[config.mk]
export PLATFORM = sky130hd
export DESIGN_NAME = c_string_escape_decoder
export DESIGN_NICKNAME = d
export VERILOG_FILES = /design/src/rtl/csed_pkg.sv /design/src/rtl/csed_decode.sv /design/src/rtl/c_string_escape_decoder.sv
export SDC_FILE = /design/constraint.sdc
export NUM_CORES = 1
export LEC_CHECK = 0
export BUFFER_PORTS_ARGS = -buffer_cell sky130_fd_sc_hd__buf_2
export CAP_MARGIN = 5
export CELL_PAD_IN_SITES_DETAIL_PLACEMENT = 0
export CELL_PAD_IN_SITES_GLOBAL_PLACEMENT = 2
export CORE_UTILIZATION = 25
export DETAILED_ROUTE_END_ITERATION = 6
export PLACE_DENSITY_LB_ADDON = 0.1
export SYNTH_ARGS = -nofsm -noshare
export SYNTH_HDL_FRONTEND = slang
export SYNTH_SLANG_ARGS = --single-unit
[constraint.sdc]
create_clock -name clk_i -period 10.9 [get_ports clk_i]
set_clock_uncertainty 0.15 [all_clocks]
set_input_delay 0.545 -clock clk_i [delete_from_list [all_inputs] [get_ports clk_i]]
set_output_delay 0.545 -clock clk_i [all_outputs]
set_load 0.005 [all_outputs]
[src/rtl/csed_pkg.sv]
package csed_pkg;

  // scan modes of the escape decoder
  typedef enum logic [3:0] {
    MODE_PLAIN = 4'd0,
    MODE_ESC   = 4'd1,
    MODE_OCT   = 4'd2,
    MODE_DEC   = 4'd3,
    MODE_HEX   = 4'd4,
    MODE_ZX    = 4'd5
  } mode_e;

  // character codes
  localparam logic [7:0] CH_BACKSLASH = 8'h5C;
  localparam logic [7:0] CH_TAB       = 8'h09;
  localparam logic [7:0] CH_CR        = 8'h0D;
  localparam logic [7:0] CH_LF        = 8'h0A;
  localparam logic [7:0] CH_BELL      = 8'h07;
  localparam logic [7:0] CH_LOWER_T   = 8'h74;
  localparam logic [7:0] CH_LOWER_R   = 8'h72;
  localparam logic [7:0] CH_LOWER_N   = 8'h6E;
  localparam logic [7:0] CH_LOWER_A   = 8'h61;
  localparam logic [7:0] CH_LOWER_X   = 8'h78;
  localparam logic [7:0] CH_UPPER_X   = 8'h58;
  localparam logic [7:0] CH_ZERO      = 8'h30;
  localparam logic [7:0] CH_ONE       = 8'h31;
  localparam logic [7:0] CH_SEVEN     = 8'h37;
  localparam logic [7:0] CH_NINE      = 8'h39;

  // most results one character can release
  localparam int unsigned MaxRes = 3;

  // decoder state carried from one character to the next
  typedef struct packed {
    mode_e       mode;
    logic [9:0]  num;
    logic [1:0]  digits;
    logic [7:0]  held_byte;
    logic        held_valid;
  } st_t;

  // one result entry
  typedef struct packed {
    logic [7:0] data;
    logic       end_mark;
    logic       no_data;
  } res_t;

endpackage

[src/rtl/csed_decode.sv]
module csed_decode import csed_pkg::*; (
  input  st_t        st_i,
  input  logic [7:0] char_i,
  input  logic       final_i,
  output st_t        st_o,
  output res_t       res_o [MaxRes],
  output logic [1:0] res_cnt_o
);

  // hex digit value with a valid flag on top
  function automatic logic [4:0] hex_val(input logic [7:0] c);
    logic [4:0] r;
    r = 5'd0;
    if (c >= 8'h30 && c <= 8'h39)      r = {1'b1, c[3:0]};
    else if (c >= 8'h61 && c <= 8'h66) r = {1'b1, c[3:0] + 4'd9};
    else if (c >= 8'h41 && c <= 8'h46) r = {1'b1, c[3:0] + 4'd9};
    return r;
  endfunction

  logic [4:0] hx;
  logic [7:0] dec_v [MaxRes];
  logic [1:0] dec_n;
  logic       do_plain;
  mode_e      mode;
  logic [9:0] num;
  logic [9:0] num_nx;
  logic [1:0] dig;
  logic [1:0] dig_nx;
  logic [7:0] lst [4];
  logic [2:0] n;
  logic [1:0] m;
  logic [1:0] last;

  always_comb begin
    hx       = hex_val(char_i);
    dec_n    = 2'd0;
    do_plain = 1'b0;
    mode     = st_i.mode;
    num      = st_i.num;
    dig      = st_i.digits;
    num_nx   = 10'd0;
    dig_nx   = dig + 2'd1;
    for (int i = 0; i < MaxRes; i++) dec_v[i] = 8'd0;

    case (st_i.mode)
      MODE_ESC: begin
        mode = MODE_PLAIN;
        num  = 10'd0;
        dig  = 2'd0;
        if (char_i == CH_LOWER_T) begin
          dec_v[dec_n] = CH_TAB; dec_n = dec_n + 2'd1;
        end else if (char_i == CH_LOWER_R) begin
          dec_v[dec_n] = CH_CR; dec_n = dec_n + 2'd1;
        end else if (char_i == CH_LOWER_N) begin
          dec_v[dec_n] = CH_LF; dec_n = dec_n + 2'd1;
        end else if (char_i == CH_LOWER_A) begin
          dec_v[dec_n] = CH_BELL; dec_n = dec_n + 2'd1;
        end else if (char_i == CH_ZERO) begin
          mode = MODE_OCT;
        end else if (char_i >= CH_ONE && char_i <= CH_NINE) begin
          mode = MODE_DEC;
          num  = {6'd0, char_i[3:0]};
          dig  = 2'd1;
        end else if (char_i == CH_LOWER_X) begin
          mode = MODE_HEX;
        end else begin
          dec_v[dec_n] = char_i; dec_n = dec_n + 2'd1;
        end
      end
      MODE_OCT: begin
        if (char_i >= CH_ZERO && char_i <= CH_SEVEN) begin
          num_nx = {st_i.num[6:0], char_i[2:0]};
          if (dig_nx == 2'd3) begin
            dec_v[dec_n] = num_nx[7:0]; dec_n = dec_n + 2'd1;
            mode = MODE_PLAIN; num = 10'd0; dig = 2'd0;
          end else begin
            num = num_nx; dig = dig_nx;
          end
        end else if (st_i.digits == 2'd0 &&
                     (char_i == CH_LOWER_X || char_i == CH_UPPER_X)) begin
          mode = MODE_ZX;
          num  = {2'd0, char_i};
        end else begin
          dec_v[dec_n] = st_i.num[7:0]; dec_n = dec_n + 2'd1;
          num = 10'd0; dig = 2'd0; do_plain = 1'b1;
        end
      end
      MODE_DEC: begin
        if (char_i >= CH_ZERO && char_i <= CH_NINE) begin
          num_nx = {st_i.num[8:0], 1'b0} + {st_i.num[6:0], 3'b000}
                 + {6'd0, char_i[3:0]};
          if (dig_nx == 2'd3) begin
            dec_v[dec_n] = num_nx[7:0]; dec_n = dec_n + 2'd1;
            mode = MODE_PLAIN; num = 10'd0; dig = 2'd0;
          end else begin
            num = num_nx; dig = dig_nx;
          end
        end else begin
          dec_v[dec_n] = st_i.num[7:0]; dec_n = dec_n + 2'd1;
          num = 10'd0; dig = 2'd0; do_plain = 1'b1;
        end
      end
      MODE_HEX: begin
        if (hx[4]) begin
          num_nx = {st_i.num[5:0], hx[3:0]};
          if (dig_nx >= 2'd2) begin
            dec_v[dec_n] = num_nx[7:0]; dec_n = dec_n + 2'd1;
            mode = MODE_PLAIN; num = 10'd0; dig = 2'd0;
          end else begin
            num = num_nx; dig = dig_nx;
          end
        end else begin
          dec_v[dec_n] = st_i.num[7:0]; dec_n = dec_n + 2'd1;
          num = 10'd0; dig = 2'd0; do_plain = 1'b1;
        end
      end
      MODE_ZX: begin
        if (hx[4]) begin
          mode = MODE_HEX;
          num  = {6'd0, hx[3:0]};
          dig  = 2'd1;
        end else begin
          dec_v[dec_n] = 8'd0; dec_n = dec_n + 2'd1;
          dec_v[dec_n] = st_i.num[7:0]; dec_n = dec_n + 2'd1;
          num = 10'd0; dig = 2'd0; do_plain = 1'b1;
        end
      end
      default: begin
        do_plain = 1'b1;
      end
    endcase

    // character decoded as plain text
    if (do_plain) begin
      mode = MODE_PLAIN;
      if (char_i == CH_BACKSLASH) begin
        mode = MODE_ESC;
      end else begin
        dec_v[dec_n] = char_i; dec_n = dec_n + 2'd1;
      end
    end

    // close whatever is open at the end of the literal
    if (final_i) begin
      case (mode)
        MODE_ESC: begin
          dec_v[dec_n] = 8'd0; dec_n = dec_n + 2'd1;
        end
        MODE_OCT, MODE_DEC, MODE_HEX: begin
          dec_v[dec_n] = num[7:0]; dec_n = dec_n + 2'd1;
        end
        MODE_ZX: begin
          dec_v[dec_n] = 8'd0; dec_n = dec_n + 2'd1;
          dec_v[dec_n] = num[7:0]; dec_n = dec_n + 2'd1;
        end
        default: ;
      endcase
    end
  end

  // held byte goes in front of the new bytes
  always_comb begin
    if (st_i.held_valid) begin
      lst[0] = st_i.held_byte;
      lst[1] = dec_v[0];
      lst[2] = dec_v[1];
      lst[3] = dec_v[2];
    end else begin
      lst[0] = dec_v[0];
      lst[1] = dec_v[1];
      lst[2] = dec_v[2];
      lst[3] = 8'd0;
    end
    n    = {2'd0, st_i.held_valid} + {1'b0, dec_n};
    m    = (n == 3'd0) ? 2'd0 : 2'(n - 3'd1);
    last = 2'(n - 3'd1);
  end

  always_comb begin
    st_o.mode       = mode;
    st_o.num        = num;
    st_o.digits     = dig;
    st_o.held_byte  = st_i.held_byte;
    st_o.held_valid = st_i.held_valid;
    res_cnt_o       = m;
    for (int i = 0; i < MaxRes; i++) begin
      res_o[i].data     = lst[i];
      res_o[i].end_mark = final_i && (2'(i) == m - 2'd1);
      res_o[i].no_data  = 1'b0;
    end
    if (!final_i) begin
      if (n != 3'd0) begin
        st_o.held_byte  = lst[last];
        st_o.held_valid = 1'b1;
      end
    end else begin
      st_o.mode       = MODE_PLAIN;
      st_o.num        = 10'd0;
      st_o.digits     = 2'd0;
      st_o.held_byte  = 8'd0;
      st_o.held_valid = 1'b0;
      if (m == 2'd0) begin
        // empty string: one flagged result
        res_cnt_o         = 2'd1;
        res_o[0].data     = 8'd0;
        res_o[0].end_mark = 1'b1;
        res_o[0].no_data  = 1'b1;
      end
    end
  end

endmodule

[src/rtl/c_string_escape_decoder.sv]
// results of a taken character enter the result queue; the last decoded byte is held back
// throughput: one character per cycle while each character yields at most one result
// and out_ready_i is high; two or three results drop in_ready_o until the four-entry queue,
// draining one result per cycle while out_ready_i is high, holds one entry or none again
// reset: async active low, decoder back to plain mode, hold and result queue empty
module c_string_escape_decoder import csed_pkg::*; (
  input  logic       clk_i,
  input  logic       rst_ni,
  input  logic       in_valid_i,
  output logic       in_ready_o,
  input  logic [7:0] in_char_i,
  input  logic       final_char_i,
  output logic       out_valid_o,
  input  logic       out_ready_i,
  output logic [7:0] out_byte_o,
  output logic       end_mark_o,
  output logic       no_data_o
);

  localparam int unsigned QDepth = 4;

  // decoder state (mode, number in progress, one-byte hold)
  st_t        st_q;
  st_t        st_d;

  // results of the current request
  res_t       res [MaxRes];
  logic [1:0] res_cnt;

  // result queue: small ring of registers, read at the head only
  res_t       q_mem [QDepth];
  logic [1:0] rd_ptr_q;
  logic [1:0] wr_ptr_q;
  logic [2:0] cnt_q;
  logic [2:0] cnt_d;

  logic       in_acc;
  logic       out_acc;
  logic [1:0] push_n;

  csed_decode u_decode (
    .st_i      (st_q),
    .char_i    (in_char_i),
    .final_i   (final_char_i),
    .st_o      (st_d),
    .res_o     (res),
    .res_cnt_o (res_cnt)
  );

  // take a request only when the queue has room for the worst case of three results
  assign in_ready_o  = (cnt_q <= 3'd1);
  assign in_acc      = in_valid_i && in_ready_o;
  assign out_valid_o = (cnt_q != 3'd0);
  assign out_acc     = out_valid_o && out_ready_i;
  assign push_n      = in_acc ? res_cnt : 2'd0;
  assign cnt_d       = cnt_q + {1'b0, push_n} - {2'd0, out_acc};

  assign out_byte_o  = q_mem[rd_ptr_q].data;
  assign end_mark_o  = q_mem[rd_ptr_q].end_mark;
  assign no_data_o   = q_mem[rd_ptr_q].no_data;

  // control state
  always_ff @(posedge clk_i or negedge rst_ni) begin
    if (!rst_ni) begin
      st_q     <= '{mode: MODE_PLAIN, num: 10'd0, digits: 2'd0,
                    held_byte: 8'd0, held_valid: 1'b0};
      rd_ptr_q <= 2'd0;
      wr_ptr_q <= 2'd0;
      cnt_q    <= 3'd0;
    end else begin
      if (in_acc) begin
        st_q <= st_d;
      end
      if (out_acc) begin
        rd_ptr_q <= rd_ptr_q + 2'd1;
      end
      wr_ptr_q <= wr_ptr_q + push_n;
      cnt_q    <= cnt_d;
    end
  end

  // queue payload, written at up to three consecutive slots
  always_ff @(posedge clk_i) begin
    for (int i = 0; i < MaxRes; i++) begin
      if (2'(i) < push_n) begin
        q_mem[wr_ptr_q + 2'(i)] <= res[i];
      end
    end
  end

  // queue never exceeds its depth
  a_cnt_bound: assert property (@(posedge clk_i) disable iff (!rst_ni)
    cnt_q <= 3'(QDepth))
    else $error("result queue overflow");

  // fill count agrees with the pointers
  a_cnt_ptr: assert property (@(posedge clk_i) disable iff (!rst_ni)
    cnt_q[1:0] == 2'(wr_ptr_q - rd_ptr_q))
    else $error("queue count and pointers disagree");

  // empty-string result is always the last of its string
  a_no_data_end: assert property (@(posedge clk_i) disable iff (!rst_ni)
    out_valid_o && no_data_o |-> end_mark_o)
    else $error("empty flag without end mark");

  // the final character leaves the decoder in its reset state
  a_final_clear: assert property (@(posedge clk_i) disable iff (!rst_ni)
    in_acc && final_char_i |=> !st_q.held_valid && st_q.mode == MODE_PLAIN)
    else $error("decoder state not cleared after final character");

  // every accepted final character releases at least its end result
  a_final_push: assert property (@(posedge clk_i) disable iff (!rst_ni)
    in_acc && final_char_i |-> res_cnt != 2'd0)
    else $error("final character gave no result");

endmodule

[Word-level counts from Yosys, hierarchy flattened]
Memory sizes are Yosys's and may differ from the RTL's.
Cells that the tools add are included.
Storage, ports and cells
  output and inout bits: 12
  memories: 1
  register bits: 31
  bits in writable memories: 40
  input port bits: 13
  word-level logic and storage cells: 225
Memories
  q_mem: words 4, bits a word 10, read ports 1, clocked after memory_dff 0, wr ports 3, RTL line c_string_escape_decoder.sv:31  | res_t q_mem [QDepth];
Cells by class
  multiplexer cells: 122
  magnitude comparators: 20
  $add $sub $neg: 16
  eq/ne operators: 22
  bitwise operators: 6
  reduce and logical (&&, ||, !) cells: 29
Operators by type and width (number)
  8-bit two-way mux: 22
  10-bit two-way mux: 13
  24-bit bitwise mux: 3
  24-bit two-way mux: 3
  24-bit case mux with 3 select lines: 1
  4-bit two-way mux: 15
  8-bit by 7-bit equality test with 1-bit output (second input constant): 7
  2-bit two-way mux: 26
  10-bit case mux with 5 select lines: 1
  8-bit demux with 2-bit select: 3
  8-bit case mux with 5 select lines: 1
  32-bit two-way mux: 1
  24-bit AND: 1
  24-bit NOT: 1
  2-bit case mux with 5 select lines: 2
  4-bit case mux with 5 select lines: 1
  1-bit two-way mux: 19
  9-bit two-way mux: 2
  8-bit binary-select mux with 2-bit select: 1
  4-bit by 2-bit equality test with 1-bit output (second input constant): 4
  4-bit by 3-bit equality test with 1-bit output (second input constant): 4
  8-bit by 6-bit greater-or-equal comparator with 1-bit output (second input constant): 2
  8-bit by 7-bit greater-or-equal comparator with 1-bit output (second input constant): 2
  8-bit by 6-bit less-or-equal comparator with 1-bit output (second input constant): 2
  41 further kinds: 78

[Depth between registers and ports, before layout]
Gate-level depths: netlist (run 1).
  word-level depth: 28
  depth in mapped cells: 30
  mapped depth without buffers: 26

[Hierarchy]
Synthesis (run 1) repeated with hierarchy kept, for this count alone.
Unflattened totals
  cells, all modules: 942
  area, all modules: 7721.2 um2
Modules (own cells, without submodules)
  c_string_escape_decoder: instances 1, cells each 353, area each 3901.2 um2, sequential area each 2001.9 um2
  csed_decode: instances 1, cells each 589, area each 3819.9 um2, sequential area each 0.0 um2

[Worst setup path before layout (run 1)]
OpenSTA, ideal clock, no wires.
  path type: input -> register
  start: input port in_char_i[0]
  end: memory q_mem[3][3] (netlist bit), data pin
  data required time: 10.604 ns
  buffers on the path: 4
  setup time: 0.146 ns
  slack: 4.541 ns
  data arrival time: 6.063 ns
  stages on the path: 26
  cells stage by stage: clkbuf_1 inv_1 ha_1 nor2b_1 o311ai_2 nand3_1 a21oi_1 buf_2 xnor2_1 inv_1 ha_1 or2_2 a221oi_1 a21oi_1 ha_1 ha_1 clkbuf_1 nand2_1 nor2_1 inv_2 nand2_1 nand3_1 or2_2 buf_1 o221a_1 a21oi_1
RTL lines
  from (decl): RTL line c_string_escape_decoder.sv:11  | input logic [7:0] in_char_i,
  to (decl): RTL line c_string_escape_decoder.sv:31

==> reports/qor.txt, run 1 <==
Outcome = complete, no violations
Post-CTS Hold Buffers = 0
Post-synth EDFFs = 36
Site Rows = 61
Mean post-synth cell area = 8.65 um^2
Crit-path cells = buf_2 -> nand4bb_1 -> a21oi_1 -> o22ai_1 -> buf_4 -> a31oi_1 -> o221ai_1 -> xnor2_1 -> inv_1 -> ha_1 -> or2_2 -> a221oi_1 -> a21oi_1 -> ha_1 -> ha_1 -> nand2_1 -> nor2_1 -> inv_2 -> nand2_1 -> nand3_1 -> or2_2 -> o221a_1 -> a21oi_1
Post-synthesis sequential area ratio = 26.4%
Total power = 2.85 mW
Worst Hold Margin = 0.129 ns
Drt total wl = 32.1 mm
TritonCTS clock tree = yes
Crit-path max FO = 16
Synth warnings = 0
Post-route setup TNS = 0 ns
Initial DRC Count = 856
Critical Path RT = 10.94 ns
Worst vdd ir = 0.119 mV
Post-CTS sizing = 0
CP Capture Type = flop
Initial antenna violation count = 1
Final setup fails = 0
Sink Count = 70
Post-CTS Setup Bufs = 0
Asr flop ratio synth = 42.9%
Die Y = 172 um
Area growth syn-to-layout = 10.8%
Grt ovf = 0
FF+latch count, synth = 70
Period utilization = 71.3%
Delay-heaviest family, CP = simple AND/OR/NAND/NOR gates
Routed Antenna Nets = 0
Cells after Synth = 838
Area of the die = 0.0297 mm^2
CP Launch Point = in_char_i[5]
Routability Congestion = 0.915
DRT Pass-1 Iters = 7
Maxcap violations = 0
Post-Syn Area = 0.00725 mm^2
Number of diodes = 0
Via/cell ratio = 6.05
Vias in the first global route = 6939
Worst skew pair latency = 0.35 ns
CTS Buf Count = 9
Final Net Count = 879
Final Max Tran Viols = 0
Final hold viol count = 0
Die span in x = 172 um
Drt drc = 0
Core ar. = 0.0282 mm^2
RSZ-0062 raised after global routing = no
Crit path buf inv count = 4
Arrival time at the worst endpoint = 7.81 ns
Top FF cell, synth = edfxtp_1
Initial Util = 25.7%
DP HPWL = 24.5 mm
GRT Util Overall = 22.3%
Root Buffer = clkbuf_16
Critical Path Source Type = primary input
R2r startpoint = st_q[9]
Share of layout cells above drive strength 1 = 14.7%
Hold WC Path Type = primary input to asynchronous set/reset pin
Num ports = 25
Clock slew at reported path FFs = 0.06 ns
Via count = 7322
Net Count, Synth = 890
Synth unique cells = 100
Least-Margin Pin Slew = 0.984 ns
Port Buffer Count = 24
H-tree levels = 3
Slowest CP cell = a21oi_1
Clock Path Buffers = 2
Power Density = 355 mW/mm^2
LEAKAGE = 2.92 nW
Min Clock Period, post-route = 7.77 ns
First-pass GRT wire length = 47.9 mm
Routed length per instance = 26.5 um
Fmax = 129 MHz
Max stage delay on crit path = 0.89 ns
Relative max-transition margin = 34.1%
Critical path class = primary input to flop
Largest net degree at the start of global routing = 41
power by group:
part           leakage [nW]  switching (mW)  internal [mW]
logic                  2.01            1.35          0.668
registers             0.758           0.102          0.400
clock network         0.153           0.127          0.202
sequential cells by signal, summed over array words and instances, names as in the netlist:
name,cells
cnt_q,3
q_mem,40
rd_ptr_q,2
st_q,23
wr_ptr_q,2
metal layers:
layer / routed length [um] / vias to the layer above / track usage (%)
met5: 0 / - / 0
met4: 509 / 0 / 5.16
met3: 2440 / 32 / 3.64
met1: 15600 / 3647 / 34.0
met2: 13600 / 351 / 31.9
li1: - / 3292 / -
synthesized netlist by cell type, types with 13 or more instances:
cell | number | area share, %
o22ai_1 | 33 | 2.8
nand2_1 | 79 | 4.1
nor2_1 | 48 | 2.5
nor3_1 | 24 | 1.7
o221ai_1 | 13 | 1.6
edfxtp_1 | 36 | 15
a221oi_1 | 24 | 2.9
clkbuf_1 | 32 | 1.7
inv_1 | 29 | 1.5
o21ai_0 | 35 | 2.4
a21oi_1 | 56 | 3.9
ha_1 | 36 | 6.2
buf_2 | 19 | 1.3
dfrtp_1 | 30 | 10
a21o_1 | 15 | 1.6
nand3_1 | 26 | 1.8
nand2b_1 | 14 | 1.2
a22o_1 | 15 | 1.8
a22oi_1 | 19 | 2.0
worst paths after layout:
kind,cells past startpoint,slack (ns),end
max in group asynchronous,1,9.97,st_q[21]
setup reg to reg,24,3.72,q_mem[3][3]
hold / removal,1,0.13,wr_ptr_q[1]
hold reg to reg,1,0.36,cnt_q[0]
min in group clk_i,1,0.36,cnt_q[0]
setup / recovery,23,3.13,q_mem[3][3]
cell type report:
class                           count  area, um^2
Clock buffer                       10         229
Clock inverter                      6        93.8
Fill cell                        3022       20100
Inverter                           31         116
Multi-Input combinational cell    677        4980
Sequential cell                    70        1910
Timing Repair Buffer               38         225
Tap cell                          378         473
logic make-up after synthesis:
logic type,after synthesis,share of synthesized area (%)
compound gates,337,35.6
simple gates,260,18.7
buf+inv,91,5.04
flops,70,26.4
fa+ha+maj,39,7.04
mux,26,5.49
xor+xnor,15,1.81
worst reg2reg max path, cell delays in order, from the launching register on:
cell and delay [ns]:
dfrtp_1 0.40, inv_1 0.13, ha_1 0.32, nand3b_1 0.23, o22ai_2 0.28, o22ai_1 0.12
buf_4 0.24, a31oi_1 0.17, o221ai_1 0.22, xnor2_1 0.42, inv_1 0.17, ha_1 0.40
or2_2 0.35, a221oi_1 0.29, a21oi_1 0.11, ha_1 0.39, ha_1 0.66, nand2_1 0.14
nor2_1 0.44, inv_2 0.15, nand2_1 0.19, nand3_1 0.25, or2_2 0.44, o221a_1 0.24
a21oi_1 0.13
placed cells by master, fill, tap and decap left out, drive strengths merged, types with 5 or more instances in the layout:
cell	count
a21oi	57
and3	6
o21ai	41
a32o	12
mux2i	12
dfrtp	30
ha	36
nand2b	14
o22ai	36
nand2	80
a211oi	8
or3	5
o221a	13
a22oi	21
a31oi	12
clkbuf	10
o21a	6
inv	32
edfxtp	36
a22o	17
nor2b	9
and2	10
or2	9
o221ai	13
nand3	26
mux4	10
a221oi	25
nor3	26
xnor2	12
buf	38
nor2	49
o211ai	10
a21o	15
metrics by stage:
stage	utilization (%)	worst slack (ns)	cell area, um^2	instances
detailed placement	27.4	2.89	7710	1194
floorplan	-	4.54	7250	838
finish	28.5	3.13	8030	1210
global route	28.5	2.45	8030	1210
CTS	28.5	3.21	8030	1210
global placement	27.4	3.28	7710	1194
No activity file was read; power rests on OpenSTA's default activity.
==> inputs of run 2 (changes only) <==
--- a/config.mk
+++ b/config.mk
@@ -5,6 +5,7 @@
 export SDC_FILE = /design/constraint.sdc
 export NUM_CORES = 1
 export LEC_CHECK = 0
+export ABC_AREA = 1
 export BUFFER_PORTS_ARGS = -buffer_cell sky130_fd_sc_hd__buf_2
 export CAP_MARGIN = 5
 export CELL_PAD_IN_SITES_DETAIL_PLACEMENT = 0
==> constraint.sdc (replaced) <==
create_clock -name clk_i -period 7.95 [get_ports clk_i]
set_clock_uncertainty 0.15 [all_clocks]
set_input_delay 0.3975 -clock clk_i [delete_from_list [all_inputs] [get_ports clk_i]]
set_output_delay 0.3975 -clock clk_i [all_outputs]
set_load 0.005 [all_outputs]
==> run 2 against run 1 <==
  * Via count up 8.6%
  * Largest cell class unchanged
  * Flip-flop and latch count unchanged
  * Cell count up 29%
  * Synthesized area up 1.6%
  * Synthesized cell count up 38%
  * Design area up 2.3%
  * Routed wire length up 3.1%
  * Die area up 1.6%
  * Sequential share of layout area down 0.53 points
==> reports/qor.txt, run 2 <==
Vias in the first global route = 7793 (was 6939)
Final Max Tran Viols = 0 (unchanged)
Num ports = 25 (unchanged)
Area of the multi-input gates = 0.00476 mm^2 (was 0.00498 mm^2)
Post-Syn Area = 0.00737 mm^2 (was 0.00725 mm^2)
Slowest CP cell = ha_1 (was a21oi_1)
Count leader, synth = nand2_1 (unchanged)
Crit-path max FO = 12 (was 16)
Period utilization = 84.6%
Mean post-synth cell area = 6.36 um^2 (was 8.65 um^2)
Synth unique cells = 51 (was 100)
Number of diodes = 0 (unchanged)
Routed length per instance = 21.2 um (was 26.5 um)
Initial antenna violation count = 0 (was 1)
Root Buffer = clkbuf_16 (unchanged)
Final hold viol count = 0 (unchanged)
H-tree levels = 3 (unchanged)
Core ar. = 0.0289 mm^2 (was 0.0282 mm^2)
Arrival time at the worst endpoint = 6.56 ns (was 7.81 ns)
Critical Path Source Type = primary input (unchanged)
Area contributors post-synth = nand2_1 16%, edfxtp_1 15%, nand3_1 13%, dfrtp_1 10%, inv_1 6.3% (was edfxtp_1 15%, dfrtp_1 10%, ha_1 6.2%, nand2_1 4.1%, a21oi_1 3.9%)
Max reg flops = 40 (unchanged)
Largest net degree at the start of global routing = 35 (was 41)
DRT Pass-1 Iters = 5 (was 7)
Crit-path cells = buf_2 -> inv_1 -> ha_1 -> nand3_1 -> nand3_1 -> nand2_1 -> a21oi_1 -> nor3_1 -> ha_1 -> nand2_1 -> o21a_1 -> ha_1 -> o21ai_0 -> a31oi_1 -> ha_1 -> ha_1 -> nand2_1 -> nor2_1 -> clkinv_1 -> nor2_1 -> nand2_1 -> inv_1 -> nor2_1 -> nand2_1 (was buf_2 -> nand4bb_1 -> a21oi_1 -> o22ai_1 -> buf_4 -> a31oi_1 -> o221ai_1 -> xnor2_1 -> inv_1 -> ha_1 -> or2_2 -> a221oi_1 -> a21oi_1 -> ha_1 -> ha_1 -> nand2_1 -> nor2_1 -> inv_2 -> nand2_1 -> nand3_1 -> or2_2 -> o221a_1 -> a21oi_1)
Synth warnings = 0 (unchanged)
Asr flop ratio synth = 42.9% (unchanged)
Relative max-transition margin = 24.3% (was 34.1%)
Net Count, Synth = 1210 (was 890)
Cells after Synth = 1158 (was 838)
Share of layout cells above drive strength 1 = 8.66% (was 14.7%)
Drt total wl = 33.1 mm (was 32.1 mm)
Biggest register = q_mem (unchanged)
Commonest non-fill, non-tap cell in the layout = nand2_1 (unchanged)
Post-route setup TNS = 0 ns (unchanged)
Min Clock Period, post-route = 6.72 ns
Worst skew pair latency = 0.35 ns (about the same)
Die Y = 174 um (was 172 um)
Die span in x = 174 um (was 172 um)
Yosys top cell area share = 15.5% (was 14.9%)
Final setup fails = 0 (unchanged)
Sink Count = 70 (unchanged)
Register area = 0.00191 mm^2 (unchanged)
Routability Congestion = 0.886 (was 0.915)
Clock Path Buffers = 2 (unchanged)
GRT Util Overall = 22.4% (was 22.3%)
Fmax = 149 MHz
Area growth syn-to-layout = 11.5% (was 10.8%)
RSZ-0062 raised after global routing = no (unchanged)
Hold WC Path Type = primary input to flop (was primary input to asynchronous set/reset pin)
Port Buffer Count = 24 (unchanged)
First-pass GRT wire length = 50.6 mm (was 47.9 mm)
Least-Margin Pin Slew = 1.12 ns (was 0.984 ns)
Via/cell ratio = 5.09 (was 6.05)
DP HPWL = 26.5 mm (was 24.5 mm)
Post-synth EDFFs = 36 (unchanged)
Commonest cells in the netlist = 305 x nand2_1, 198 x nand3_1, 124 x inv_1 (was 79 x nand2_1, 56 x a21oi_1, 48 x nor2_1)
Clock slew at reported path FFs = 0.06 ns (about the same)
CTS Buf Count = 9 (unchanged)
Top FF cell, synth = edfxtp_1 (unchanged)
Site Rows = 62 (was 61)
Max stage delay on crit path = 0.56 ns (was 0.89 ns)
Post-CTS Setup Bufs = 0 (unchanged)
Outcome = complete, no violations (unchanged)
Routed Antenna Nets = 0 (unchanged)
CP Capture Type = flop (unchanged)
Critical Path RT = 7.79 ns (was 10.94 ns)
Area of the die = 0.0302 mm^2 (was 0.0297 mm^2)
Yosys top cell by area = nand2_1 (was edfxtp_1)
Via count = 7951 (was 7322)
Initial DRC Count = 690 (was 856)
Filler cells = 3311 (was 3022)
Final Net Count = 1225 (was 879)
Grt ovf = 0 (unchanged)
Post-synthesis sequential area ratio = 25.9% (was 26.4%)
TritonCTS clock tree = yes (unchanged)
Commonest cells after routing, fill and taps aside = 305 x nand2_1, 198 x nand3_1, 124 x inv_1 (was 79 x nand2_1, 56 x a21oi_1, 48 x nor2_1)
Critical path class = primary input to flop (unchanged)
Drt drc = 0 (unchanged)
Initial Util = 25.5% (was 25.7%)
Worst Hold Margin = 0.325 ns (was 0.129 ns)
Top flop regs = q_mem (40), st_q (23), cnt_q (3) (unchanged)
FF+latch count, synth = 70 (unchanged)
Maxcap violations = 0 (unchanged)
==> run 2: worst max-delay path: cells and delay by family <==
family / cells / cell delay (ns)
adders and majority gates: 5 / 1.93
AOI/OAI and AO/OA: 4 / 0.65
and+or+nand+nor: 11 / 2.57
buffers and inverters: 4 / 0.96
==> run 2: layout make-up <==
class	instances	area share, %
clock buffer	9	2.74
tap	384	5.85
sequential	70	23.3
clock inverter	7	0.990
timing repair buffer	36	2.59
inverter	143	6.63
multi-input combinational	913	57.9
==> run 2: path summary, 6_finish.rpt <==
path | start | to | slack [ns] | cells after the start
min in group asynchronous | rst_ni | st_q[24] | 0.51 | 2
worst min register to register | st_q[3] | st_q[3] | 0.33 | 2
worst max-delay path | in_char_i[0] | q_mem[2][6] | 1.23 | 24
worst max register to register | st_q[10] | q_mem[2][6] | 1.51 | 22
max in group asynchronous | rst_ni | st_q[18] | 6.64 | 2
worst min-delay path | in_valid_i | st_q[17] | 0.32 | 4
==> run 2: logic make-up (layout without fill, tap and decap cells) <==
logic type	count (synthesis)	after routing	synth area share, %
and+or+nand+nor	677	677	41.5
AOI/OAI and AO/OA	182	182	14.4
buffers and inverters	175	195	9.48
DFF	70	70	25.9
adders and majority gates	39	39	6.93
xor gates and xnor gates	15	15	1.78
==> run 2: stage by stage <==
stage | instance area [um^2] | setup WS (ns) | util [%] | cells
detailed placement | 7900 | 0.896 | 27.4 | 1545
CTS | 8210 | 1.25 | 28.5 | 1562
global placement | 7900 | 1.12 | 27.4 | 1545
finish | 8210 | 1.23 | 28.5 | 1562
global route | 8210 | 0.688 | 28.5 | 1562
floorplan | 7370 | 2.46 | - | 1158
==> run 2: timing repair <==
action / CTS / global route
hold endpoints to repair: 27 / 0
hold buffers: 1 / 0
resized for setup: 0 / 0
==> run 2: routing by layer <==
layer  global-route usage [%]  wire (um)  vias to the layer above
li1                         -          -                     3920
met1                     35.0      17200                     3816
met2                     33.5      14100                      197
met3                     1.78       1570                       18
met4                     3.76        274                        0
met5                        0          0                        -
Power of run 2 is left out: the tool's default activity adds up to more than one toggle a clock period on the data nets, which glitch-free logic cannot reach.
==> inputs of run 3 (changes only) <==
==> constraint.sdc (replaced) <==
create_clock -name clk_i -period 5.85 [get_ports clk_i]
set_clock_uncertainty 0.15 [all_clocks]
set_input_delay 0.2925 -clock clk_i [delete_from_list [all_inputs] [get_ports clk_i]]
set_output_delay 0.2925 -clock clk_i [all_outputs]
set_load 0.005 [all_outputs]
==> run 3 against run 2 <==
  * First-iteration DRC count down 3.0%
  * Flip-flop and latch count stayed put
  * Sequential share of layout area down 0.56 points
  * Non-clock buffer count rose by 29
  * Via count is 1.1% higher
  * Design area up 2.5%
  * Die area is the same
  * Worst hold slack lost 0.083 ns
  * Register-to-register slack worse by 0.92 ns
  * Global-route usage is 0.49 points lower
  * Worst setup slack got worse by 0.64 ns
  * Critical path type is now flop to flop
==> reports/qor.txt, run 3 (synthesis results as in run 2) <==
Outcome = complete, no violations (unchanged)
WHS Path Cells = 4 (unchanged)
WL met2 = 14.3 mm (was 14.1 mm)
Biggest register = q_mem (unchanged)
Arrival time at the worst endpoint = 5.20 ns (was 6.56 ns)
Site Rows = 62 (unchanged)
Crit-path max FO = 8 (was 12)
Critical Path Source Type = flop (was primary input)
Drt total wl = 32.7 mm (was 33.1 mm)
Top layer in use = met4 (unchanged)
Initial antenna violation count = 0 (unchanged)
Area growth syn-to-layout = 14.2% (was 11.5%)
DP HPWL = 26.2 mm (was 26.5 mm)
Die Y = 174 um (unchanged)
Number of diodes = 0 (unchanged)
TritonCTS clock tree = yes (unchanged)
Critical Path RT = 5.79 ns (was 7.79 ns)
Final Cell Area = 0.00842 mm^2 (was 0.00821 mm^2)
Share of layout cells above drive strength 1 = 10.7% (was 8.66%)
Final WS setup = 0.588 ns (was 1.23 ns)
Critical path class = flop to flop (was primary input to flop)
Delay-heaviest family, CP = simple AND/OR/NAND/NOR gates (unchanged)
Num ports = 25 (unchanged)
Initial DRC Count = 669 (was 690)
Clock slew at reported path FFs = 0.06 ns (about the same)
Relative max-transition margin = 28.8% (was 24.3%)
Drt drc = 0 (unchanged)
Worst skew pair latency = 0.34 ns (was 0.35 ns)
Commonest non-fill, non-tap cell in the layout = nand2_1 (unchanged)
Met3 routed WL = 1.31 mm (was 1.57 mm)
Vias in the first global route = 7596 (was 7793)
Worst path most repeated cell = nand2_1
Maxcap violations = 0 (unchanged)
Die span in x = 174 um (unchanged)
Via count = 8040 (was 7951)
Routed Antenna Nets = 0 (unchanged)
Reg2reg setup slack = 0.59 ns (was 1.51 ns)
CP Capture Type = flop (unchanged)
Post-route setup TNS = 0 ns (unchanged)
DP Area = 0.00812 mm^2 (was 0.00790 mm^2)
Root Buffer = clkbuf_16 (unchanged)
M1 wire length = 16.8 mm (was 17.2 mm)
Least-Margin Pin Slew = 1.06 ns (was 1.12 ns)
Hold WC Path Type = primary input to flop (unchanged)
DRT Pass-1 Iters = 5 (unchanged)
Post-CTS Setup Bufs = 0 (unchanged)
Top flop regs = q_mem (40), st_q (23), cnt_q (3) (unchanged)
Hold Crit Endpoint = st_q[16] (was st_q[17])
R2R depth = 31 (was 22)
Area of the die = 0.0302 mm^2 (unchanged)
R2r startpoint = st_q[21] (was st_q[10])
First-pass GRT wire length = 49.9 mm (was 50.6 mm)
Core ar. = 0.0289 mm^2 (unchanged)
Routability Congestion = 0.902 (was 0.886)
H-tree levels = 3 (unchanged)
Final Net Count = 1254 (was 1225)
RSZ-0062 raised after global routing = no (unchanged)
HP Start = in_valid_i (unchanged)
Final Max Tran Viols = 0 (unchanged)
Slowest CP cell = dfrtp_1 (was ha_1)
Port Buffer Count = 24 (unchanged)
Routed length per instance = 20.6 um (was 21.2 um)
Max reg flops = 40 (unchanged)
Min Clock Period, post-route = 5.26 ns
Crit path buf inv count = 8 (was 4)
Max stage delay on crit path = 0.48 ns (was 0.56 ns)
Final hold viol count = 0 (unchanged)
Fmax = 190 MHz
GRT Util Overall = 21.9% (was 22.4%)
Register area = 0.00191 mm^2 (unchanged)
Sink Count = 70 (unchanged)
Via/cell ratio = 5.05 (was 5.09)
Dpl ws = 0.314 ns (was 0.896 ns)
Commonest cells after routing, fill and taps aside = 304 x nand2_1, 198 x nand3_1, 124 x inv_1 (was 305 x nand2_1, 198 x nand3_1, 124 x inv_1)
Largest net degree at the start of global routing = 35 (unchanged)
Clock Path Buffers = 2 (unchanged)
Filler cells = 3269 (was 3311)
R2r endpoint = q_mem[2][6] (unchanged)
CTS Buf Count = 9 (unchanged)
Area of the multi-input gates = 0.00477 mm^2 (was 0.00476 mm^2)
Final setup fails = 0 (unchanged)
Period utilization = 90.0%
Grt ovf = 0 (unchanged)
Initial Util = 25.5% (unchanged)
Final core area utilization = 29.2% (was 28.5%)
[run 3: cell types whose count changed in the layout (fill, tap and decap cells not counted), sizes merged]
cell	previous run	this run
clkinvlp	3	0
inv	141	138
clkbuf	9	11
clkinv	5	9
buf	35	64
[run 3: what timing repair did]
item                                    CTS  global route
endpoints found under the hold margin    30             0
resized for setup                         0             2
endpoints found under the setup margin    0            23
hold buffers                              1             0
[run 3: worst reg2reg max path, delay by kind of cell (launching register included)]
kind | cells | cell delay [ns]
simple gates | 14 | 1.62
fa+ha+maj | 4 | 0.96
buf+inv | 8 | 1.02
compound gates | 5 | 0.79
flops | 1 | 0.48
[run 3: per-stage QoR]
stage	hold WS [ns]	cells
after CTS	0.225	1591
after detailed placement	0.264	1574
after floorplan	-0.153	1158
final	0.242	1591
after global placement	0.258	1574
after global routing	0.280	1591
[run 3: layout make-up]
cell class / count / area share (%)
inverter: 143 / 6.47
timing repair buffer: 65 / 5.11
clock buffer: 11 / 2.76
tap: 384 / 5.71
clock inverter: 5 / 0.609
multi-input combinational: 913 / 56.6
sequential: 70 / 22.7
[run 3: routing by layer]
metal	vias to the layer above	GRT usage [%]
met3	25	1.78
met5	-	0
li1	3975	-
met4	0	4.06
met2	224	33.6
met1	3816	33.3
[run 3: worst max-delay path by stage]
| stage | from | end | slack [ns] | cells past startpoint |
|---|---|---|---|---|
| detailed placement | in_char_i[0] | q_mem[0][5] | 0.31 | 30 |
| global route | st_q[9] | q_mem[0][4] | 0.11 | 28 |
| global placement | in_char_i[0] | q_mem[0][7] | 0.38 | 30 |
| finish | st_q[21] | q_mem[2][6] | 0.59 | 31 |
| CTS | st_q[21] | q_mem[0][3] | 0.49 | 29 |
| floorplan | in_char_i[0] | q_mem[0][1] | 0.46 | 27 |
Power of run 3 is left out for the same reason.
